**src/hcbd_pkg.sv**
```systemverilog
// ----------------------------------------------------------------------------
// hcbd_pkg
// shared types and constants for the chunked body decoder
// ----------------------------------------------------------------------------
package hcbd_pkg;

   localparam logic [7:0] CHAR_CR = 8'h0D;
   localparam logic [7:0] CHAR_LF = 8'h0A;
   localparam int unsigned HEX_BITS = 4;

   typedef enum logic [3:0] {
      PH_SIZE  = 4'b0001,
      PH_DATA  = 4'b0010,
      PH_AFTER = 4'b0100,
      PH_DONE  = 4'b1000
   } phase_type;

   typedef struct packed {
      phase_type phase;
      logic      digits_ended;
      logic      cr_seen;
      logic      overflow;
   } flags_type;

   typedef struct packed {
      logic       payload_valid;
      logic [7:0] payload_byte;
      logic       byte_consumed;
      logic       finished;
      logic       size_overflow;
   } result_type;

   typedef struct packed {
      logic                is_hex;
      logic [HEX_BITS-1:0] value;
   } hex_type;

   function automatic hex_type hex_decode(input logic [7:0] b);
      hex_type h;
      h.is_hex = 1'b1;
      h.value  = '0;
      if (b >= "0" && b <= "9") begin
         h.value = HEX_BITS'(b - 8'h30);
      end else if (b >= "a" && b <= "f") begin
         h.value = HEX_BITS'(b - 8'h57);
      end else if (b >= "A" && b <= "F") begin
         h.value = HEX_BITS'(b - 8'h37);
      end else begin
         h.is_hex = 1'b0;
      end
      return h;
   endfunction

endpackage

```
**src/hcbd_next.sv**
```systemverilog
// ----------------------------------------------------------------------------
// hcbd_next
// next-state and result logic for one body byte
// ----------------------------------------------------------------------------
module hcbd_next #(
   parameter int COUNT_WIDTH = 32
) (
   input  hcbd_pkg::flags_type       flags,
   input  logic [COUNT_WIDTH-1:0]    count,
   input  logic [7:0]                in_byte,
   output hcbd_pkg::flags_type       flags_next,
   output logic [COUNT_WIDTH-1:0]    count_next,
   output hcbd_pkg::result_type      result
);

   hcbd_pkg::hex_type      hex;
   logic [COUNT_WIDTH-1:0] count_dec;
   logic                   line_done;

   always_comb begin
      hex        = hcbd_pkg::hex_decode(in_byte);
      count_dec  = count - COUNT_WIDTH'(1);
      line_done  = (in_byte == hcbd_pkg::CHAR_LF) && flags.cr_seen;
      flags_next = flags;
      count_next = count;
      result     = '0;
      result.byte_consumed = 1'b1;

      unique case (flags.phase)
         hcbd_pkg::PH_SIZE: begin
            if (!flags.digits_ended && hex.is_hex) begin
               if (|count[COUNT_WIDTH-1 -: hcbd_pkg::HEX_BITS]) begin
                  count_next          = '1;
                  flags_next.overflow = 1'b1;
               end else begin
                  count_next = {count[COUNT_WIDTH-hcbd_pkg::HEX_BITS-1:0], hex.value};
               end
               flags_next.cr_seen = 1'b0;
            end else begin
               flags_next.digits_ended = 1'b1;
               flags_next.cr_seen      = (in_byte == hcbd_pkg::CHAR_CR);
               if (line_done) begin
                  flags_next.cr_seen      = 1'b0;
                  flags_next.digits_ended = 1'b0;
                  flags_next.phase = (count == '0) ? hcbd_pkg::PH_DONE : hcbd_pkg::PH_DATA;
               end
            end
         end
         hcbd_pkg::PH_DATA: begin
            result.payload_valid = 1'b1;
            result.payload_byte  = in_byte;
            count_next           = count_dec;
            if (count_dec == '0) begin
               flags_next.phase   = hcbd_pkg::PH_AFTER;
               flags_next.cr_seen = 1'b0;
            end
         end
         hcbd_pkg::PH_AFTER: begin
            flags_next.cr_seen = (in_byte == hcbd_pkg::CHAR_CR);
            if (line_done) begin
               flags_next.cr_seen      = 1'b0;
               flags_next.phase        = hcbd_pkg::PH_SIZE;
               flags_next.digits_ended = 1'b0;
               count_next              = '0;
            end
         end
         default: begin
            result.byte_consumed = 1'b0;
         end
      endcase

      result.finished      = (flags_next.phase == hcbd_pkg::PH_DONE);
      result.size_overflow = flags_next.overflow;
   end

endmodule

```
**src/http_chunked_body_decoder.sv**
```systemverilog
// ----------------------------------------------------------------------------
// http_chunked_body_decoder
// decodes an http/1.1 chunked body one byte per item
// ----------------------------------------------------------------------------
// an accepted req item shows up as its rsp item in the cycle after it is accepted
// throughput: one item per cycle unless a held result is stalled, set by the single state update per byte
// req_stall follows rsp_stall only while a result is held in the rsp register
// reset (synchronous, active high) returns to the size line with count zero
// and clears the overflow flag
module http_chunked_body_decoder #(
   parameter int COUNT_WIDTH = 32
) (
   input  logic       clock,
   input  logic       reset,
   input  logic       req_valid,
   output logic       req_stall,
   input  logic [7:0] req_in_byte,
   output logic       rsp_valid,
   input  logic       rsp_stall,
   output logic       rsp_payload_valid,
   output logic [7:0] rsp_payload_byte,
   output logic       rsp_byte_consumed,
   output logic       rsp_finished,
   output logic       rsp_size_overflow
);

   hcbd_pkg::flags_type    flags_ff, flags_in;
   logic [COUNT_WIDTH-1:0] count_ff, count_in;
   hcbd_pkg::result_type   result_ff, result_in;
   logic                   valid_ff;
   logic                   accept;

   assign req_stall = valid_ff && rsp_stall;
   assign accept    = req_valid && !req_stall;

   hcbd_next #(
      .COUNT_WIDTH(COUNT_WIDTH)
   ) u_next (
      .flags      (flags_ff),
      .count      (count_ff),
      .in_byte    (req_in_byte),
      .flags_next (flags_in),
      .count_next (count_in),
      .result     (result_in)
   );

   always_ff @(posedge clock) begin
      if (reset) begin
         flags_ff.phase        <= hcbd_pkg::PH_SIZE;
         flags_ff.digits_ended <= 1'b0;
         flags_ff.cr_seen      <= 1'b0;
         flags_ff.overflow     <= 1'b0;
         count_ff              <= '0;
         valid_ff              <= 1'b0;
      end else begin
         if (accept) begin
            flags_ff <= flags_in;
            count_ff <= count_in;
            valid_ff <= 1'b1;
         end else if (!rsp_stall) begin
            valid_ff <= 1'b0;
         end
      end
   end

   always_ff @(posedge clock) begin
      if (accept) begin
         result_ff <= result_in;
      end
   end

   assign rsp_valid         = valid_ff;
   assign rsp_payload_valid = result_ff.payload_valid;
   assign rsp_payload_byte  = result_ff.payload_byte;
   assign rsp_byte_consumed = result_ff.byte_consumed;
   assign rsp_finished      = result_ff.finished;
   assign rsp_size_overflow = result_ff.size_overflow;

endmodule

```
**config.mk**
```make
export PLATFORM = sky130hd
export DESIGN_NAME = http_chunked_body_decoder
export DESIGN_NICKNAME = d
export VERILOG_FILES = /design/src/hcbd_pkg.sv /design/src/hcbd_next.sv /design/src/http_chunked_body_decoder.sv
export SDC_FILE = /design/constraint.sdc
export NUM_CORES = 1
export LEC_CHECK = 0
export ABC_AREA = 1
export ABC_CLOCK_PERIOD_IN_PS = 2000
export BUFFER_PORTS_ARGS = -buffer_cell sky130_fd_sc_hd__buf_2
export CAP_MARGIN = 40
export CORE_UTILIZATION = 40
export CTS_BUF_LIST = sky130_fd_sc_hd__clkbuf_4 sky130_fd_sc_hd__clkbuf_8
export DETAILED_ROUTE_END_ITERATION = 10
export PLACE_DENSITY_LB_ADDON = 0.2
export SLEW_MARGIN = 20
export SYNTH_ARGS = -nofsm -noshare
export SYNTH_HDL_FRONTEND = slang
export SYNTH_SLANG_ARGS = --single-unit
```
**constraint.sdc**
```tcl
create_clock -name clock -period 2 [get_ports clock]
set_input_delay 0.4 -clock clock [delete_from_list [all_inputs] [get_ports clock]]
set_output_delay 0.4 -clock clock [all_outputs]
set_load 0.02 [all_outputs]
```
# Yosys cells after proc, flatten, opt, wreduce, memory -nomap -nowiden
# Index checks and enable logic that the tools add are counted.
# totals
in_bits	12
regBits	52
# classes
magnitude_cmp	6
reduce_logical	18
n_addsub	4
mux	27
n_eq_ne	11
# ops
operator	count
$mux 32	3
$pmux 32 s3	1
$logic_not 32->1	2
$sub 32x1->32 const B	1
$mux 4	5
$eq 8x4->1 const B	2
$ge 8x7->1 const B	2
$le 8x7->1 const B	2
$mux 6	2
$pmux 4 s3	1
$mux 1	11
$mux 9	1
$ge 8x6->1 const B	1
$le 8x6->1 const B	1
$ne 2x1->1 const B	4
$reduce_and 4->1	2
$sub 4x3->4 const B	2
$logic_and 1x1->1	7
$mux 5	1
$eq 4x1->1 const B	1
$eq 4x2->1 const B	1
$eq 4x3->1 const B	1
$eq 4x4->1 const B	1
$reduce_or 4->1	1
other kinds (9)	10

# Depth between registers and ports, before layout
# Gate-level depths: netlist of the first run.
# logic_depth
word_depth	9
ltp_mapped	17
ltp_nobuf	17

# By module
# Synthesis of the first run repeated with hierarchy kept, for this count alone.
# hier_totals
hier_cells	729
hier_area_um2	4478.0
# by_module_without_submodules
module	instances	seq_area_each_um2	cells_each	area_each_um2
hcbd_next	1	0.0	457	2321.0
http_chunked_body_decoder	1	1161.1	272	2157.1

# Worst setup path after synthesis of the first run
# No wires, ideal clock.
# synth_path
path_type	input-to-reg
from	input port rsp_stall
to	register count_ff[20]
setup_ns	0.119
path_stages	10
path_slack_ns	-0.170
arrival_ns	2.051
required_time_ns	1.881
path_cell_list	nand2_1 -> inv_1 -> nor2_2 -> inv_1 -> nor3_4 -> nand2_4 -> clkinv_2 -> buf_6 -> buf_4 -> a21oi_1
# synth_between
elab_chain_cells	4
# synth_lines
element	line	rtl
start, declared	http_chunked_body_decoder.sv:19	input logic rsp_stall,
$logic_and 1x1->1	http_chunked_body_decoder.sv:33	assign req_stall = valid_ff && rsp_stall;
named net req_stall	http_chunked_body_decoder.sv:16	output logic req_stall,
$logic_not 1->1	http_chunked_body_decoder.sv:34	assign accept = req_valid && !req_stall;
$logic_and 1x1->1	http_chunked_body_decoder.sv:34	
named net accept	http_chunked_body_decoder.sv:31	logic accept;
$reduce_and 4->1 (no source line)	--	
end signal, assigned	http_chunked_body_decoder.sv:58	count_ff <= count_in;
end, declared	http_chunked_body_decoder.sv:28	logic [COUNT_WIDTH-1:0] count_ff, count_in;
# The timed path passes the listed nets, and every way through them passes these cells.
# A chain may end at the register's enable or synchronous reset.

==> results of run 1 <==
[placed cells by master (no fill, tap or decap), types with 12 or more instances in the layout]
cell	synthesis	layout
a21oi_1	51	51
a31oi_1	15	15
buf_2	1	25
buf_4	1	108
dfxtp_1	40	30
edfxtp_1	12	12
inv_1	65	59
nand2_1	143	110
nand2_2	1	30
nand3_1	33	22
nand4_1	18	18
nor2_1	109	68
nor2_2	5	29
nor2_4	2	19
o21ai_0	56	52
[registers in the layout, indices dropped and copies added, names as in the netlist]
register,flops
rsp_size_overflow,1
rsp_payload_valid,1
rsp_finished,1
count_ff,32
rsp_valid,1
flags_ff,7
rsp_byte_consumed,1
rsp_payload_byte,8
[area by class of cell]
type | count | area [µm²]
Sequential cell | 52 | 1180
Clock buffer | 6 | 76.3
Fill cell | 911 | 3780
Inverter | 69 | 263
Multi-Input combinational cell | 480 | 2710
Timing Repair Buffer | 140 | 1030
Clock inverter | 2 | 38.8
Tap cell | 129 | 161
[worst paths after layout]
check	slack (ns)	cells after the start	startpoint	endpoint
max	-0.12	14	count_ff[1]	rsp_finished
min	0.34	3	rsp_stall	rsp_valid
max reg2reg	-0.12	14	count_ff[1]	rsp_finished
min reg2reg	0.49	2	flags_ff[2]	flags_ff[2]
[critical path: stages (launching register included)]
cell and delay, ns:
dfxtp_4 0.40, inv_4 0.04, ha_4 0.18, nand2_2 0.09
nor2_4 0.06, buf_4 0.13, nand2_1 0.09, nand2_1 0.10
nor2_1 0.13, nand3_1 0.14, nor3_2 0.23, nand3_2 0.11
nand2_2 0.11, nand3_2 0.06, nor2_1 0.11
[metal layers]
layer | routed length [µm] | GRT usage, % | share of wire [%] | vias up
met5 | 0 | 0 | 0 | -
met4 | 168 | 5.88 | 1.3 | 0
met3 | 1020 | 3.27 | 7.7 | 17
met2 | 6110 | 42.9 | 46 | 184
li1 | - | - | - | 2321
met1 | 5930 | 36.6 | 45 | 2127
[kinds of logic (layout without fill, tap and decap cells)]
kind of cell             Yosys count  in the layout  synth area share (%)
AO/OA/AOI/OAI                    139            139                  19.5
XOR/XNOR                           2              2                 0.458
flip-flops                        52             52                  30.3
adder cells (fa/ha/maj)            6              6                  1.96
buffers and inverters             88            217                  9.78
AND/OR/NAND/NOR                  333            333                  38.0
[repair_timing]
action,4_1_cts,5_1_grt
setup buffers,2,6
hold buffers,0,0
endpoints found under the setup margin,5,35
resized for setup,29,115
pin swaps,5,48
[metrics by stage]
stage / util (%) / cells / total power, mW / setup WS [ns] / cell area [µm²]
after global routing: 59.1 / 878 / 5.94 / -0.249 / 5460
after detailed placement: 52.4 / 862 / 4.13 / -0.300 / 4840
after global placement: 52.4 / 862 / 4.12 / -0.250 / 4840
after floorplan: - / 620 / 2.88 / 0.00000644 / 3830
after CTS: 54.7 / 872 / 5.07 / -0.110 / 5060
final: 59.1 / 878 / 5.58 / -0.119 / 5460
[report_power, final]
group / leakage, nW / switching, mW / total [mW] / internal, mW
clock: 0.0592 / 0.428 / 0.822 / 0.394
sequential: 0.453 / 0.121 / 1.30 / 1.18
combinational: 2.06 / 1.98 / 3.46 / 1.48
total: 2.57 / 2.53 / 5.58 / 3.05
==> flow_summary.ini, run 1 <==
[grt]
grt_max_degree = 34
grt_use_total_pct = 26.1
gr-total-overflow = 0
grt_pass1_wl_um = 20400
antenna_found_initial = 0
grt_pass1_vias = 4091

[floorplan]
dieArea_um2 = 9960
chipWidth_um = 99.8
start_util_pct = 41.4
std_cell_rows = 35
io_pins = 26
fp.coreArea_um2 = 9240
die_height_um = 99.8

[route]
first_pass_iters = 5
num_vias = 4649
drc = 0
wl_um = 13200
wl_per_cell_um = 15.1
vias_per_cell = 5.29
ant_nets = 0
drtIter0Drc = 272

[clock_network]
clk_pin_slew_ns = 0.11
cts_root_buf = clkbuf_8
cts_max_level = 2
clk_latency_ns = 0.32
clk_path_buf_depth = 2
cts_tree = yes
clock-sinks = 52
cts_made_buffers = 5

[logic_synthesis]
avgSynthCellArea_um2 = 6.17
synth-edff-count = 12
yosys_most_used_dff = dfxtp_1
netlist_area_um2 = 3830
yosysMostFrequentCell = nand2_1
yosys_warnings = 0
async_flop_share_pct = 0
seq_area_frac_synth_pct = 30.3
yosysUniqueCellTypes = 37
synth_commonest_cells = nand2_1 (143), nor2_1 (109), inv_1 (65)
synth.area.top_cells = dfxtp_1 (21%), nand2_1 (14%), nor2_1 (11%)
syn-num-nets = 638
synth-seq-cells = 52
netlist.area_leader.share_pct = 20.9
synth_top_area_cell = dfxtp_1
synthCells = 620

[outcome]
outcome = finished with violations
violations = setup timing

[power_and_ir_drop]
power_density_nw_per_um2 = 1020
ir_drop_uv = 452
p_leak_nw = 2.57

[timing]
maxSlewViolCount = 0
hold_viol = 0
setup_ws_ns = -0.119
max_slew_margin_pct = 67.7
period_share_pct = 106
min_period_ns = 2.12
finalSetupViolCount = 4
fin_tns_setup_ns = -0.322
finClkSkew_ns = 0.00463
max_freq_ghz = 0.472
tightest_slew_ns = 0.484
rsz0062_at_grt = true
fin_hold_ws_ns = 0.341

[finish]
layout.nets = 766
diodes = 0
drive_above_1_share_pct = 36.7
synthToLayoutAreaGrowth_pct = 42.7

[critical_path]
crit_type = reg -> reg
start_kind = flip-flop
crit_fanout = 4
cp.arrival_ns = 2.30
crit_required_ns = 2.18
end_kind = flip-flop

[flow_run]
drv_cap = 0

[placement]
place_congestion = 0.963
dp_hpwl_um = 9800
port_buffers = 25

[worst_hold_path]
hold_path_class = in -> reg
No activity file was read; power rests on OpenSTA's default activity.
==> run 2, diff against run 1 <==
Settings changed: CELL_PAD_IN_SITES_DETAIL_PLACEMENT from default to 2, CELL_PAD_IN_SITES_GLOBAL_PLACEMENT from default to 2, CORE_ASPECT_RATIO from default to 1.25, CORE_UTILIZATION 40 to 31.
==> flow_summary.ini, run 2 <==
[outcome]
outcome = did not finish
lastStage = global routing
error = [ERROR DPL-0033] detailed placement checks failed during check placement.

[logic_synthesis]
synth.area.top_cells = dfxtp_1 (21%), nand2_1 (14%), nor2_1 (11%)
synth_top_family_by_area = simple AND/OR/NAND/NOR gates
synthAdderAreaFrac_pct = 1.96
synth_commonest_cells = nand2_1 (143), nor2_1 (109), inv_1 (65)
seq_area_frac_synth_pct = 30.3
yosys.area_share.simple_pct = 38.0
synth_top_area_cell = dfxtp_1
synth_mux_area_share_pct = 0
yosys_most_used_dff = dfxtp_1
yosysUniqueCellTypes = 37
synth-seq-cells = 52
async_flop_share_pct = 0
synth-compound-area-share_pct = 19.5
yosys_warnings = 0
synthCells = 620
yosysMostFrequentCell = nand2_1
synth-edff-count = 12
netlist.area_leader.share_pct = 20.9
synth-xor-area-share_pct = 0.458
avgSynthCellArea_um2 = 6.17
syn-num-nets = 638
netlist_area_um2 = 3830

[clock_network]
cts_max_level = 2
cts_root_buf = clkbuf_8
holdBufCountCts = 0
cts_made_buffers = 5
clk_path_buf_depth = 2
clock-sinks = 52

[floorplan]
std_cell_rows = 45
start_util_pct = 31.6
die_height_um = 126
io_pins = 26
chipWidth_um = 101

[timing]
worstEpCategory = register data pin
worst_endpoint = flags_ff[5]$_SDFFE_PP0P_/D

[placement]
port_buffers = 25
dp_hpwl_um = 15200
place_congestion = 0.903
dp_cells = 915
pre_cts_slack_ns = -0.713

[grt]
antenna_found_initial = 1
grt_max_degree = 35
[run 2: logic make-up after synthesis]
logic type               Yosys count
buffers and inverters             88
flip-flops                        52
XOR/XNOR                           2
AND/OR/NAND/NOR                  333
adder cells (fa/ha/maj)            6
AO/OA/AOI/OAI                    139
[run 2: repair_timing]
action                                  in CTS
gates resized for setup                     83
pin swaps                                   27
buffers inserted                            12
endpoints found under the setup margin      31
[run 2: per-stage QoR]
| step | area (µm²) | hold slack (ns) | TNS (ns) |
|---|---|---|---|
| after global placement | 5020 | 0.459 | -2.85 |
| after detailed placement | 5020 | 0.493 | -10.07 |
| after floorplan | 3830 | 0.450 | 0 |
| after CTS | 5480 | 0.367 | -1.22 |
==> run 3, diff against run 2 <==
Settings changed: ABC_CLOCK_PERIOD_IN_PS 2000 to 2600, CELL_PAD_IN_SITES_DETAIL_PLACEMENT 2 to default, CELL_PAD_IN_SITES_GLOBAL_PLACEMENT 2 to default, CORE_ASPECT_RATIO 1.25 to default, CORE_UTILIZATION 31 to 25, CTS_BUF_LIST sky130_fd_sc_hd__clkbuf_4 sky130_fd_sc_hd__clkbuf_8 to default, PLACE_DENSITY_LB_ADDON 0.2 to 0.15.
Clock period 2 ns to 2.6 ns, I/O delays scaled along.
==> flow_summary.ini, run 3 (same netlist as run 1, synthesis figures left out) <==
[outcome]
outcome = finished clean

[floorplan]
start_util_pct = 25.9
die_height_um = 126
io_pins = 26
fp.coreArea_um2 = 14800
dieArea_um2 = 15800
chipWidth_um = 126
std_cell_rows = 44

[power_and_ir_drop]
p_leak_nw = 2.00
power.internal_mw = 1.84
power_density_nw_per_um2 = 796
p_sw_share_pct = 47.3
combPwrFrac_pct = 50.7
clockPowerShare_pct = 20.7
total_power_mw = 3.49
p_switching_mw = 1.65
ir_drop_uv = 284
power_frac_seq_pct = 28.5

[finish]
design_area_um2 = 4390
layout.nets = 667
drive_above_1_share_pct = 11.8
largest_reg_flops = 32
layout_common_cells = nand2_1 (142), nor2_1 (103), inv_1 (65)
diodes = 0
finish.utilization_pct = 29.7
layout_commonest_cell = nand2_1
synthToLayoutAreaGrowth_pct = 14.6
final_cells = 834
largest-register = count_ff

[critical_path]
crit_path_frequent_cell = nand2_1
cp_top_family = simple AND/OR/NAND/NOR gates
r2r-start = count_ff[0]
crit_required_ns = 2.77
worst-path-buf-inv = 2
crit_fanout = 4
crit_type = reg -> reg
crit_slowest_cell = dfxtp_1
cp.arrival_ns = 2.58
worstPathCellList = inv_1, ha_2, nand2_2, nor2_4, buf_4, nand2_1, nand2_1, nand2_1, nor2_1, nand2_1, nor3_2, nand3_1, nand2_1, nand3_1, nor2_1
end_kind = flip-flop
setup.worst_path.start = count_ff[0]
start_kind = flip-flop
r2r_slack_ns = 0.19
crit_path_max_incr_delay_ns = 0.34

[route]
drc = 0
wl_um = 12900
drtIter0Drc = 306
num_vias = 4185
first_pass_iters = 5
wl_per_cell_um = 15.4
vias_per_cell = 5.02
ant_nets = 0

[timing]
fin_tns_setup_ns = 0
period_share_pct = 92.8
setup_ws_ns = 0.187
finalSetupViolCount = 0
min_period_ns = 2.41
maxSlewViolCount = 0
max_slew_margin_pct = 64.9
max_freq_ghz = 0.414
tightest_slew_ns = 0.525
hold_viol = 0
finClkSkew_ns = 0.00307
fin_hold_ws_ns = 0.476
rsz0062_at_grt = false

[grt]
grt_use_total_pct = 16.6
grt_pass1_wl_um = 20500
grt_pass1_vias = 3896
gr-total-overflow = 0
grt_max_degree = 34
antenna_found_initial = 0

[placement]
pre_cts_slack_ns = 0.0446
post_dp_cell_area_um2 = 4180
dp_hpwl_um = 9780
place_congestion = 0.899
dp_cells = 824
port_buffers = 25

[clock_network]
clk_path_buf_depth = 2
cts_tree = yes
cts_root_buf = clkbuf_16
cts_made_buffers = 5
holdBufCountCts = 0
clk_pin_slew_ns = 0.07
clk_latency_ns = 0.30
cts_max_level = 2
clock-sinks = 52

[worst_hold_path]
hold_path_class = reg -> reg
min-delay-start = rsp_valid

[flow_run]
drv_cap = 0
run 3: path summary, 6_finish.rpt:
kind | to | cells after the start
hold / removal | rsp_valid | 2
setup / recovery | rsp_finished | 15
hold reg to reg | rsp_valid | 2
setup reg to reg | rsp_finished | 15
run 3: power by group through the flow:
| stage | clock (mW) | combinational, mW | sequential (mW) |
|---|---|---|---|
| after global placement | 0 | 1.72 | 1.01 |
| after CTS | 0.756 | 1.71 | 0.994 |
| after detailed placement | 0 | 1.70 | 1.01 |
| after global routing | 0.779 | 1.99 | 1.01 |
| after floorplan | 0 | 1.22 | 0.994 |
| final | 0.724 | 1.77 | 0.996 |
run 3: timing repair:
item | CTS | global route
buffers inserted | 0 | 2
gates resized for setup | 0 | 11
setup endpoints to repair | 0 | 3
run 3: cell type report:
cell class	instances	area (µm²)
timing repair buffer	41	245
fill	1666	10400
clock buffer	6	139
multi-input combinational	480	2330
sequential	52	1160
tap	184	230
clock inverter	2	15.0
inverter	69	260
run 3: routing by layer:
metal	up-vias	share of wire [%]	track usage (%)
met2	113	46	27.5
li1	2122	-	-
met4	0	1.2	4.09
met5	-	0	0
met3	10	4.6	3.61
met1	1940	48	21.7
run 3: tightest hold or removal path, cell delays in order, from the launching register on:
cell and delay (ns):
dfxtp_1 0.31, nand2_1 0.07, a21oi_1 0.05
